`src/sv/ckblit_pkg.sv`:
```
// Shared types, constants and helpers for the color keyed sprite blitter.
package ckblit_pkg;

    // Default screen and image limits
    localparam int DEF_SCREEN_WIDTH   = 1920;
    localparam int DEF_SCREEN_HEIGHT  = 1080;
    localparam int DEF_MAX_IMAGE_SIDE = 4096;

    // Field widths
    localparam int POS_W   = 12;
    localparam int SIDE_W  = 13;
    localparam int COLOR_W = 32;
    localparam int INDEX_W = 21;
    localparam int PROD_W  = 25;
    localparam int CFG_IDX_W  = 4;
    localparam int CFG_DATA_W = 13;

    // Alpha key
    localparam int          ALPHA_SHIFT  = 24;
    localparam logic [7:0]  OPAQUE_ALPHA = 8'hff;

    // Register indexes
    localparam logic [CFG_IDX_W-1:0] REG_WINDOW_LEFT  = 4'd0;
    localparam logic [CFG_IDX_W-1:0] REG_WINDOW_TOP   = 4'd1;
    localparam logic [CFG_IDX_W-1:0] REG_IMAGE_WIDTH  = 4'd2;
    localparam logic [CFG_IDX_W-1:0] REG_IMAGE_HEIGHT = 4'd3;
    localparam logic [CFG_IDX_W-1:0] REG_TARGET_COL   = 4'd4;
    localparam logic [CFG_IDX_W-1:0] REG_TARGET_ROW   = 4'd5;
    localparam logic [CFG_IDX_W-1:0] REG_COPY_WIDTH   = 4'd6;
    localparam logic [CFG_IDX_W-1:0] REG_COPY_HEIGHT  = 4'd7;

    // Configuration register file
    typedef struct packed {
        logic [POS_W-1:0]  window_left;
        logic [POS_W-1:0]  window_top;
        logic [SIDE_W-1:0] image_width;
        logic [SIDE_W-1:0] image_height;
        logic [POS_W-1:0]  target_col;
        logic [POS_W-1:0]  target_row;
        logic [SIDE_W-1:0] copy_width;
        logic [SIDE_W-1:0] copy_height;
    } cfg_t;

    // Clipped pixel on its way to the index stage
    typedef struct packed {
        logic [COLOR_W-1:0] color;
        logic [POS_W-1:0]   scol;
        logic [POS_W-1:0]   srow;
    } clip_pixel_t;

    // Force an image side into 1..max_side
    function automatic logic [SIDE_W-1:0] clamp_side(input logic [SIDE_W-1:0] v,
                                                     input logic [SIDE_W-1:0] max_side);
        logic [SIDE_W-1:0] r;
        if (v == '0) begin
            r = SIDE_W'(1);
        end else if (v > max_side) begin
            r = max_side;
        end else begin
            r = v;
        end
        return r;
    endfunction

endpackage

```
`src/sv/ckblit_pos_counter.sv`:
```
// Raster position counter that tracks the column and row of the next source pixel.
module ckblit_pos_counter
    import ckblit_pkg::*;
(
    input  logic              aclk,
    input  logic              aresetn,
    input  logic              advance,
    input  logic [SIDE_W-1:0] eff_width,
    input  logic [SIDE_W-1:0] eff_height,
    output logic [POS_W-1:0]  column,
    output logic [POS_W-1:0]  row
);

    logic [POS_W-1:0]  column_reg, column_next;
    logic [POS_W-1:0]  row_reg, row_next;
    logic [SIDE_W-1:0] column_inc;
    logic [SIDE_W-1:0] row_inc;

    // Step to the next pixel, wrapping at the image edges
    always_comb begin
        column_inc  = {1'b0, column_reg} + SIDE_W'(1);
        row_inc     = {1'b0, row_reg} + SIDE_W'(1);
        column_next = column_reg;
        row_next    = row_reg;
        if (advance) begin
            if (column_inc >= eff_width) begin
                column_next = '0;
                row_next    = (row_inc >= eff_height) ? '0 : row_inc[POS_W-1:0];
            end else begin
                column_next = column_inc[POS_W-1:0];
            end
        end
    end

    always_ff @(posedge aclk) begin
        if (!aresetn) begin
            column_reg <= '0;
            row_reg    <= '0;
        end else begin
            column_reg <= column_next;
            row_reg    <= row_next;
        end
    end

    assign column = column_reg;
    assign row    = row_reg;

endmodule

```
`src/sv/ckblit_clip_stage.sv`:
```
// Window, alpha key and screen clip test with its pipeline register.
module ckblit_clip_stage
    import ckblit_pkg::*;
#(
    parameter int SCREEN_WIDTH  = DEF_SCREEN_WIDTH,
    parameter int SCREEN_HEIGHT = DEF_SCREEN_HEIGHT
) (
    input  logic               aclk,
    input  logic               aresetn,
    input  cfg_t               cfg,
    input  logic [SIDE_W-1:0]  eff_width,
    input  logic [SIDE_W-1:0]  eff_height,
    input  logic               in_valid,
    output logic               in_ready,
    input  logic [COLOR_W-1:0] in_color,
    input  logic [POS_W-1:0]   in_column,
    input  logic [POS_W-1:0]   in_row,
    output logic               out_valid,
    input  logic               out_ready,
    output clip_pixel_t        out_pixel
);

    logic              valid_reg, valid_next;
    clip_pixel_t       pixel_reg, pixel_next;
    logic [SIDE_W-1:0] copy_w, copy_h;
    logic [POS_W-1:0]  dx, dy;
    logic [SIDE_W-1:0] scol, srow;
    logic              x_in, y_in, opaque, x_on, y_on, take;

    // Locate the pixel in the window and on the screen
    always_comb begin
        copy_w = (cfg.copy_width == '0) ? eff_width : cfg.copy_width;
        copy_h = (cfg.copy_height == '0) ? eff_height : cfg.copy_height;
        dx     = in_column - cfg.window_left;
        dy     = in_row - cfg.window_top;
        x_in   = (in_column >= cfg.window_left) && ({1'b0, dx} < copy_w);
        y_in   = (in_row >= cfg.window_top) && ({1'b0, dy} < copy_h);
        opaque = (in_color[ALPHA_SHIFT +: 8] == OPAQUE_ALPHA);
        scol   = {1'b0, cfg.target_col} + {1'b0, dx};
        srow   = {1'b0, cfg.target_row} + {1'b0, dy};
        x_on   = scol < SIDE_W'(SCREEN_WIDTH);
        y_on   = srow < SIDE_W'(SCREEN_HEIGHT);
        take   = x_in && y_in && opaque && x_on && y_on;
    end

    assign in_ready = !valid_reg || out_ready;

    // Load when the stage moves; drop pixels that are not copied
    always_comb begin
        valid_next = valid_reg;
        pixel_next = pixel_reg;
        if (in_ready) begin
            valid_next       = in_valid && take;
            pixel_next.color = in_color;
            pixel_next.scol  = scol[POS_W-1:0];
            pixel_next.srow  = srow[POS_W-1:0];
        end
    end

    always_ff @(posedge aclk) begin
        if (!aresetn) begin
            valid_reg <= 1'b0;
        end else begin
            valid_reg <= valid_next;
        end
    end

    always_ff @(posedge aclk) begin
        pixel_reg <= pixel_next;
    end

    assign out_valid = valid_reg;
    assign out_pixel = pixel_reg;

endmodule

```
`src/sv/ckblit_index_stage.sv`:
```
// Framebuffer index computation and result register.
module ckblit_index_stage
    import ckblit_pkg::*;
#(
    parameter int SCREEN_WIDTH = DEF_SCREEN_WIDTH
) (
    input  logic               aclk,
    input  logic               aresetn,
    input  logic               in_valid,
    output logic               in_ready,
    input  clip_pixel_t        in_pixel,
    output logic               m_valid,
    input  logic               m_ready,
    output logic [INDEX_W-1:0] m_screen_index,
    output logic [COLOR_W-1:0] m_write_color
);

    logic               valid_reg, valid_next;
    logic [INDEX_W-1:0] index_reg, index_next;
    logic [COLOR_W-1:0] color_reg, color_next;
    logic [PROD_W-1:0]  index_full;

    // Row times screen width plus column
    assign index_full = PROD_W'(in_pixel.srow) * PROD_W'(SCREEN_WIDTH)
                      + PROD_W'(in_pixel.scol);

    assign in_ready = !valid_reg || m_ready;

    // Hold the result until the downstream side takes it
    always_comb begin
        valid_next = valid_reg;
        index_next = index_reg;
        color_next = color_reg;
        if (in_ready) begin
            valid_next = in_valid;
            index_next = index_full[INDEX_W-1:0];
            color_next = in_pixel.color;
        end
    end

    always_ff @(posedge aclk) begin
        if (!aresetn) begin
            valid_reg <= 1'b0;
        end else begin
            valid_reg <= valid_next;
        end
    end

    always_ff @(posedge aclk) begin
        index_reg <= index_next;
        color_reg <= color_next;
    end

    assign m_valid        = valid_reg;
    assign m_screen_index = index_reg;
    assign m_write_color  = color_reg;

endmodule

```
`src/sv/color_keyed_sprite_blit_unit.sv`:
```
// Top level of the color keyed sprite blitter: registers, input stage and pipeline.
// Pipeline: input register, clip register and result register, in that order; a result
// is held in the result register while m_ready is low.
// Throughput: one pixel per cycle unless m_ready low holds the three pipeline registers.
// Reset (aresetn low, synchronous): pipeline emptied, position counters at column and
// row 0, registers to 0 except image width and height, which go to 1.
module color_keyed_sprite_blit_unit
    import ckblit_pkg::*;
#(
    parameter int SCREEN_WIDTH   = DEF_SCREEN_WIDTH,
    parameter int SCREEN_HEIGHT  = DEF_SCREEN_HEIGHT,
    parameter int MAX_IMAGE_SIDE = DEF_MAX_IMAGE_SIDE
) (
    input  logic                  aclk,
    input  logic                  aresetn,
    input  logic                  s_valid,
    output logic                  s_ready,
    input  logic [COLOR_W-1:0]    s_pixel_color,
    output logic                  m_valid,
    input  logic                  m_ready,
    output logic [INDEX_W-1:0]    m_screen_index,
    output logic [COLOR_W-1:0]    m_write_color,
    input  logic                  cfg_valid,
    output logic                  cfg_ready,
    input  logic [CFG_IDX_W-1:0]  cfg_index,
    input  logic [CFG_DATA_W-1:0] cfg_data
);

    cfg_t               cfg_reg, cfg_next;
    logic [SIDE_W-1:0]  eff_width, eff_height;
    logic               in_valid_reg, in_valid_next;
    logic [COLOR_W-1:0] in_color_reg, in_color_next;
    logic [POS_W-1:0]   in_column_reg, in_column_next;
    logic [POS_W-1:0]   in_row_reg, in_row_next;
    logic [POS_W-1:0]   column, row;
    logic               s_accept;
    logic               clip_ready;
    logic               clip_valid;
    clip_pixel_t        clip_pixel;
    logic               index_ready;

    // Register writes are always taken
    assign cfg_ready = 1'b1;

    // Decode register writes
    always_comb begin
        cfg_next = cfg_reg;
        if (cfg_valid) begin
            unique case (cfg_index)
                REG_WINDOW_LEFT:  cfg_next.window_left  = cfg_data[POS_W-1:0];
                REG_WINDOW_TOP:   cfg_next.window_top   = cfg_data[POS_W-1:0];
                REG_IMAGE_WIDTH:  cfg_next.image_width  = cfg_data[SIDE_W-1:0];
                REG_IMAGE_HEIGHT: cfg_next.image_height = cfg_data[SIDE_W-1:0];
                REG_TARGET_COL:   cfg_next.target_col   = cfg_data[POS_W-1:0];
                REG_TARGET_ROW:   cfg_next.target_row   = cfg_data[POS_W-1:0];
                REG_COPY_WIDTH:   cfg_next.copy_width   = cfg_data[SIDE_W-1:0];
                REG_COPY_HEIGHT:  cfg_next.copy_height  = cfg_data[SIDE_W-1:0];
                default:          cfg_next = cfg_reg;
            endcase
        end
    end

    always_ff @(posedge aclk) begin
        if (!aresetn) begin
            cfg_reg.window_left  <= '0;
            cfg_reg.window_top   <= '0;
            cfg_reg.image_width  <= SIDE_W'(1);
            cfg_reg.image_height <= SIDE_W'(1);
            cfg_reg.target_col   <= '0;
            cfg_reg.target_row   <= '0;
            cfg_reg.copy_width   <= '0;
            cfg_reg.copy_height  <= '0;
        end else begin
            cfg_reg <= cfg_next;
        end
    end

    // Effective image size
    assign eff_width  = clamp_side(cfg_reg.image_width, SIDE_W'(MAX_IMAGE_SIDE));
    assign eff_height = clamp_side(cfg_reg.image_height, SIDE_W'(MAX_IMAGE_SIDE));

    ckblit_pos_counter u_pos_counter (
        .aclk       (aclk),
        .aresetn    (aresetn),
        .advance    (s_accept),
        .eff_width  (eff_width),
        .eff_height (eff_height),
        .column     (column),
        .row        (row)
    );

    // Input register: pixel and its position
    assign s_ready  = !in_valid_reg || clip_ready;
    assign s_accept = s_valid && s_ready;

    always_comb begin
        in_valid_next  = in_valid_reg;
        in_color_next  = in_color_reg;
        in_column_next = in_column_reg;
        in_row_next    = in_row_reg;
        if (s_ready) begin
            in_valid_next  = s_valid;
            in_color_next  = s_pixel_color;
            in_column_next = column;
            in_row_next    = row;
        end
    end

    always_ff @(posedge aclk) begin
        if (!aresetn) begin
            in_valid_reg <= 1'b0;
        end else begin
            in_valid_reg <= in_valid_next;
        end
    end

    always_ff @(posedge aclk) begin
        in_color_reg  <= in_color_next;
        in_column_reg <= in_column_next;
        in_row_reg    <= in_row_next;
    end

    ckblit_clip_stage #(
        .SCREEN_WIDTH  (SCREEN_WIDTH),
        .SCREEN_HEIGHT (SCREEN_HEIGHT)
    ) u_clip_stage (
        .aclk       (aclk),
        .aresetn    (aresetn),
        .cfg        (cfg_reg),
        .eff_width  (eff_width),
        .eff_height (eff_height),
        .in_valid   (in_valid_reg),
        .in_ready   (clip_ready),
        .in_color   (in_color_reg),
        .in_column  (in_column_reg),
        .in_row     (in_row_reg),
        .out_valid  (clip_valid),
        .out_ready  (index_ready),
        .out_pixel  (clip_pixel)
    );

    ckblit_index_stage #(
        .SCREEN_WIDTH (SCREEN_WIDTH)
    ) u_index_stage (
        .aclk           (aclk),
        .aresetn        (aresetn),
        .in_valid       (clip_valid),
        .in_ready       (index_ready),
        .in_pixel       (clip_pixel),
        .m_valid        (m_valid),
        .m_ready        (m_ready),
        .m_screen_index (m_screen_index),
        .m_write_color  (m_write_color)
    );

    // Only opaque pixels reach the output
    assert property (@(posedge aclk) disable iff (!aresetn)
        m_valid |-> (m_write_color[ALPHA_SHIFT +: 8] == OPAQUE_ALPHA))
        else $error("non-opaque pixel on result channel");

    // An accepted transaction always lands in the input register
    assert property (@(posedge aclk) disable iff (!aresetn)
        s_accept |=> in_valid_reg)
        else $error("accepted pixel lost at input register");

    // Input stalls only when the input register is full and the clip stage is blocked
    assert property (@(posedge aclk) disable iff (!aresetn)
        !s_ready |-> (in_valid_reg && clip_valid && !index_ready))
        else $error("input stalled without a full pipeline");

    // Result register is full whenever the clip stage is blocked
    assert property (@(posedge aclk) disable iff (!aresetn)
        !index_ready |-> (m_valid && !m_ready))
        else $error("index stage stalled without a pending result");

endmodule

```
`config.mk`:
```
export PLATFORM = sky130hd
export DESIGN_NAME = color_keyed_sprite_blit_unit
export DESIGN_NICKNAME = d
export VERILOG_FILES = /design/src/sv/ckblit_pkg.sv /design/src/sv/ckblit_pos_counter.sv /design/src/sv/ckblit_clip_stage.sv /design/src/sv/ckblit_index_stage.sv /design/src/sv/color_keyed_sprite_blit_unit.sv
export SDC_FILE = /design/constraint.sdc
export NUM_CORES = 1
export LEC_CHECK = 0
export ABC_AREA = 0
export ABC_CLOCK_PERIOD_IN_PS = 4100
export BUFFER_PORTS_ARGS = -buffer_cell sky130_fd_sc_hd__buf_2
export CAP_MARGIN = 20
export CORE_MARGIN = 3
export CORE_UTILIZATION = 45
export CTS_CLUSTER_DIAMETER = 60
export DETAILED_ROUTE_END_ITERATION = 16
export REMOVE_ABC_BUFFERS = 1
export SLEW_MARGIN = 20
export SYNTH_ARGS = -nofsm -noshare
export SYNTH_HDL_FRONTEND = slang
export SYNTH_SLANG_ARGS = --single-unit
```
`constraint.sdc`:
```
create_clock -name aclk -period 4.1 [get_ports aclk]
set_input_delay 0.205 -clock aclk [delete_from_list [all_inputs] [get_ports aclk]]
set_output_delay 0.205 -clock aclk [all_outputs]
set_load 0.02 [all_outputs]
```
==> summary.txt <==
Die
  – I/O Pins: 110
  – Die area: 35800 µm²
  – Die Ht: 189 µm
  – CORE AREA: 32800 µm²
  – FP Rows: 66
  – Starting Density: 46.0%
  – Die width: 189 µm

Cells and area
  – Antenna fix cells: 0
  – Core Util, Final: 54.6%
  – Share of layout cells above drive strength 1: 14.2%
  – Final Non-Filler Cells: 1980
  – Largest register FFs: 100
  – Finished Cell Area: 17900 µm²
  – Syn-to-layout area delta: 18.6%
  – Nets: 1711

Detailed routing
  – DRT Pass-1 Iters: 5
  – Vias post-DR: 10390
  – Drt via density: 5.25
  – DR iter-0 viols: 509
  – ANT nets after route: 0
  – WL per Instance: 17.0 µm
  – WL final: 33700 µm
  – DRC: 0

Yosys
  – Seq/Total Area, Yosys: 49.7%
  – Post-synth EDFFs: 165
  – Synthesized area: 15100 µm²
  – Netlist cell types: 71
  – Synth top area cells: edfxtp_1, dfxtp_1, ha_1
  – Ys Warns: 0
  – Area share of the largest cell type after synthesis: 32.8%
  – Yosys reg bits: 292
  – Post-Syn Instances: 1352
  – Most common flop cell mapped by yosys: edfxtp_1
  – Cell type with the largest total area after synthesis: edfxtp_1
  – Ys async rst share: 0%
  – Syn_area_per_cell: 11.2 µm²

Timing
  – Final Cycle Share: 95.2%
  – Final Hold Viols: 0
  – Worst-margin pin slew: 0.879 ns
  – Fmax: 0.256 GHz
  – Final setup vio count: 0
  – Worst slew margin: 41.3%
  – Worst Clk Skew: 0.0143 ns
  – RSZ-0062 raised after global routing: yes
  – Post-route minimum period: 3.90 ns
  – Fin. max-slew vios: 0

Place
  – Post-DP HPWL: 24400 µm
  – Final RePlAce weighted congestion: 0.857
  – Post-DP Area: 16200 µm²
  – Port bufs: 108
  – Post-Place Cells: 1876

Clocking
  – Clock transition at the registers of the reported paths: 0.06 ns
  – CTS Sinks: 292
  – Root Buffer: clkbuf_16
  – CTS HTree Levels: 2
  – CTS tree: done
  – Clk_lat worst skew: 0.52 ns
  – CTS Buf Count: 35
  – Clock buffer depth: 3

Worst setup path
  – Worst Path Arrival: 4.36 ns
  – Critical Path Fanout Max: 2
  – Setup CP Type: reg2reg
  – CP endpoint kind: flop
  – CP Launch Type: flop
  – Crit path required time: 4.56 ns
  – Reg2Reg Depth: 18

Power and ir drop
  – Combinational fraction of design power: 14.0%
  – Clock Power Share: 42.8%
  – Power Density: 431 nW/µm²
  – NetSw: 0.00188 W
  – Leak Pwr: 7.75 nW
  – VDD IR max: 0.000284 V
  – Seq pwr share: 43.2%
  – Sw frac: 24.4%
  – Internal power: 0.00583 W

Min path
  – Worst hold path cell count: 3
  – Hold Path Class: in2reg

Run
  – Max Cap Violations: 0

Global routing
  – Overall Global Routing Usage: 18.7%
  – Number of global-route vias before repair: 9981
  – First-pass GRT wire length: 53500 µm
  – Initial antenna violation count: 0
  – Grt total ovfl: 0
  – Largest net degree at the start of global routing: 59

Outcome
  – Result of the run: completed
[layout make-up]
class                   count  area [µm²]
clock buffers              46         958
clock inverters            17         284
fillers                  2846       14900
inverters                  75         283
multi-input cells         938        7220
flip-flops and latches    292        7500
well taps                 442         553
repair buffers            170        1090
[through the flow]
stage	setup WS [ns]	total power [W]	hold slack [ns]	setup TNS, ns
after global routing	-0.0623	0.00806	0.0391	-0.0623
after CTS	0.0128	0.00777	0.00836	0
after detailed placement	0.00506	0.00442	0.383	0
after global placement	0.132	0.00440	0.382	0
after floorplan	0.280	0.00411	0.267	0
final	0.197	0.00771	0.0372	0
[worst max-delay path: stages (launching register included)]
cell       delay, ns
edfxtp_1        0.35
inv_1           0.06
ha_1            0.15
inv_1           0.05
fa_1            0.39
a21o_1          0.19
a21oi_2         0.15
nor2_1          0.08
o41ai_2         0.33
nor2b_2         0.24
xnor2_2         0.14
ha_1            0.27
a311o_1         0.30
a2111oi_2       0.22
nand4_1         0.18
a2111oi_4       0.29
nand4b_1        0.12
nand4bb_1       0.19
o21ai_1         0.13
[cells in the final DEF (no fill, tap or decap), types with 40 or more instances in the layout]
cell type  synthesis  final
xnor2_1           43     42
dfxtp_1          127    126
edfxtp_1         165    165
buf_2              0    108
mux2i_1           63     63
a21oi_1           64     61
xor2_1            40     40
ha_1             119    119
inv_1             73     72
nand2_1          154    153
nor2b_1           74     73
[synth_stat cells, drive strengths merged, types with 6 or more instances]
| cell type | n |
|---|---|
| edfxtp | 165 |
| nand2 | 154 |
| dfxtp | 127 |
| ha | 119 |
| nor2b | 75 |
| inv | 74 |
| a21oi | 65 |
| mux2i | 63 |
| a21boi | 48 |
| xnor2 | 43 |
| clkbuf | 41 |
| xor2 | 40 |
| o21ai | 39 |
| fa | 26 |
| nand3 | 26 |
| a21o | 23 |
| nor2 | 23 |
| and3 | 20 |
| nand3b | 16 |
| nand4 | 14 |
| nor3 | 13 |
| nand2b | 11 |
| o21a | 11 |
| nor4 | 10 |
| o21bai | 10 |
| or4 | 9 |
| a31oi | 8 |
| buf | 6 |
| or3 | 6 |
[routing by layer]
layer	wire length (µm)	part of all wire (%)	track usage [%]
met5	0	0	0
met4	811	2.4	5.53
met3	1670	4.9	2.85
met2	15100	45	29.5
met1	16100	48	27.0
[power by group through the flow]
stage | combinational (W) | clock [W] | sequential, W
global placement | 0.00101 | 0 | 0.00339
detailed placement | 0.00103 | 0 | 0.00340
global route | 0.00120 | 0.00351 | 0.00335
floorplan | 0.000615 | 0 | 0.00350
finish | 0.00108 | 0.00330 | 0.00333
CTS | 0.00106 | 0.00337 | 0.00334
[worst paths after layout]
kind         slack, ns                         endpoint                        from
max               0.20           u_clip_stage.out_valid            in_column_reg[0]
min               0.04                     in_valid_reg                     s_valid
min reg2reg       0.41  u_index_stage.m_screen_index[2]  u_clip_stage.out_pixel[14]
max reg2reg       0.20           u_clip_stage.out_valid            in_column_reg[0]
[cell families (layout without fill, tap and decap cells)]
family	Yosys count	after routing	share of synthesized area (%)
AND/OR/NAND/NOR	398	398	13.8
flip-flops	292	292	49.7
AO/OA/AOI/OAI	248	248	11.1
adder cells (fa/ha/maj)	145	145	13.3
buffers and inverters	122	308	3.09
XOR/XNOR	83	83	4.82
multiplexers	63	63	4.18
other	1	1	0.0249
[repair_timing]
action                                  in CTS  in global routing
gates resized for setup                      1                 16
hold endpoints to repair                    34                  0
hold buffers                                33                  0
buffers inserted                             0                  8
endpoints found under the setup margin       1                 24
pin swaps                                    0                  9
cloned                                       0                  0
Power figures use the tool's default switching activity.
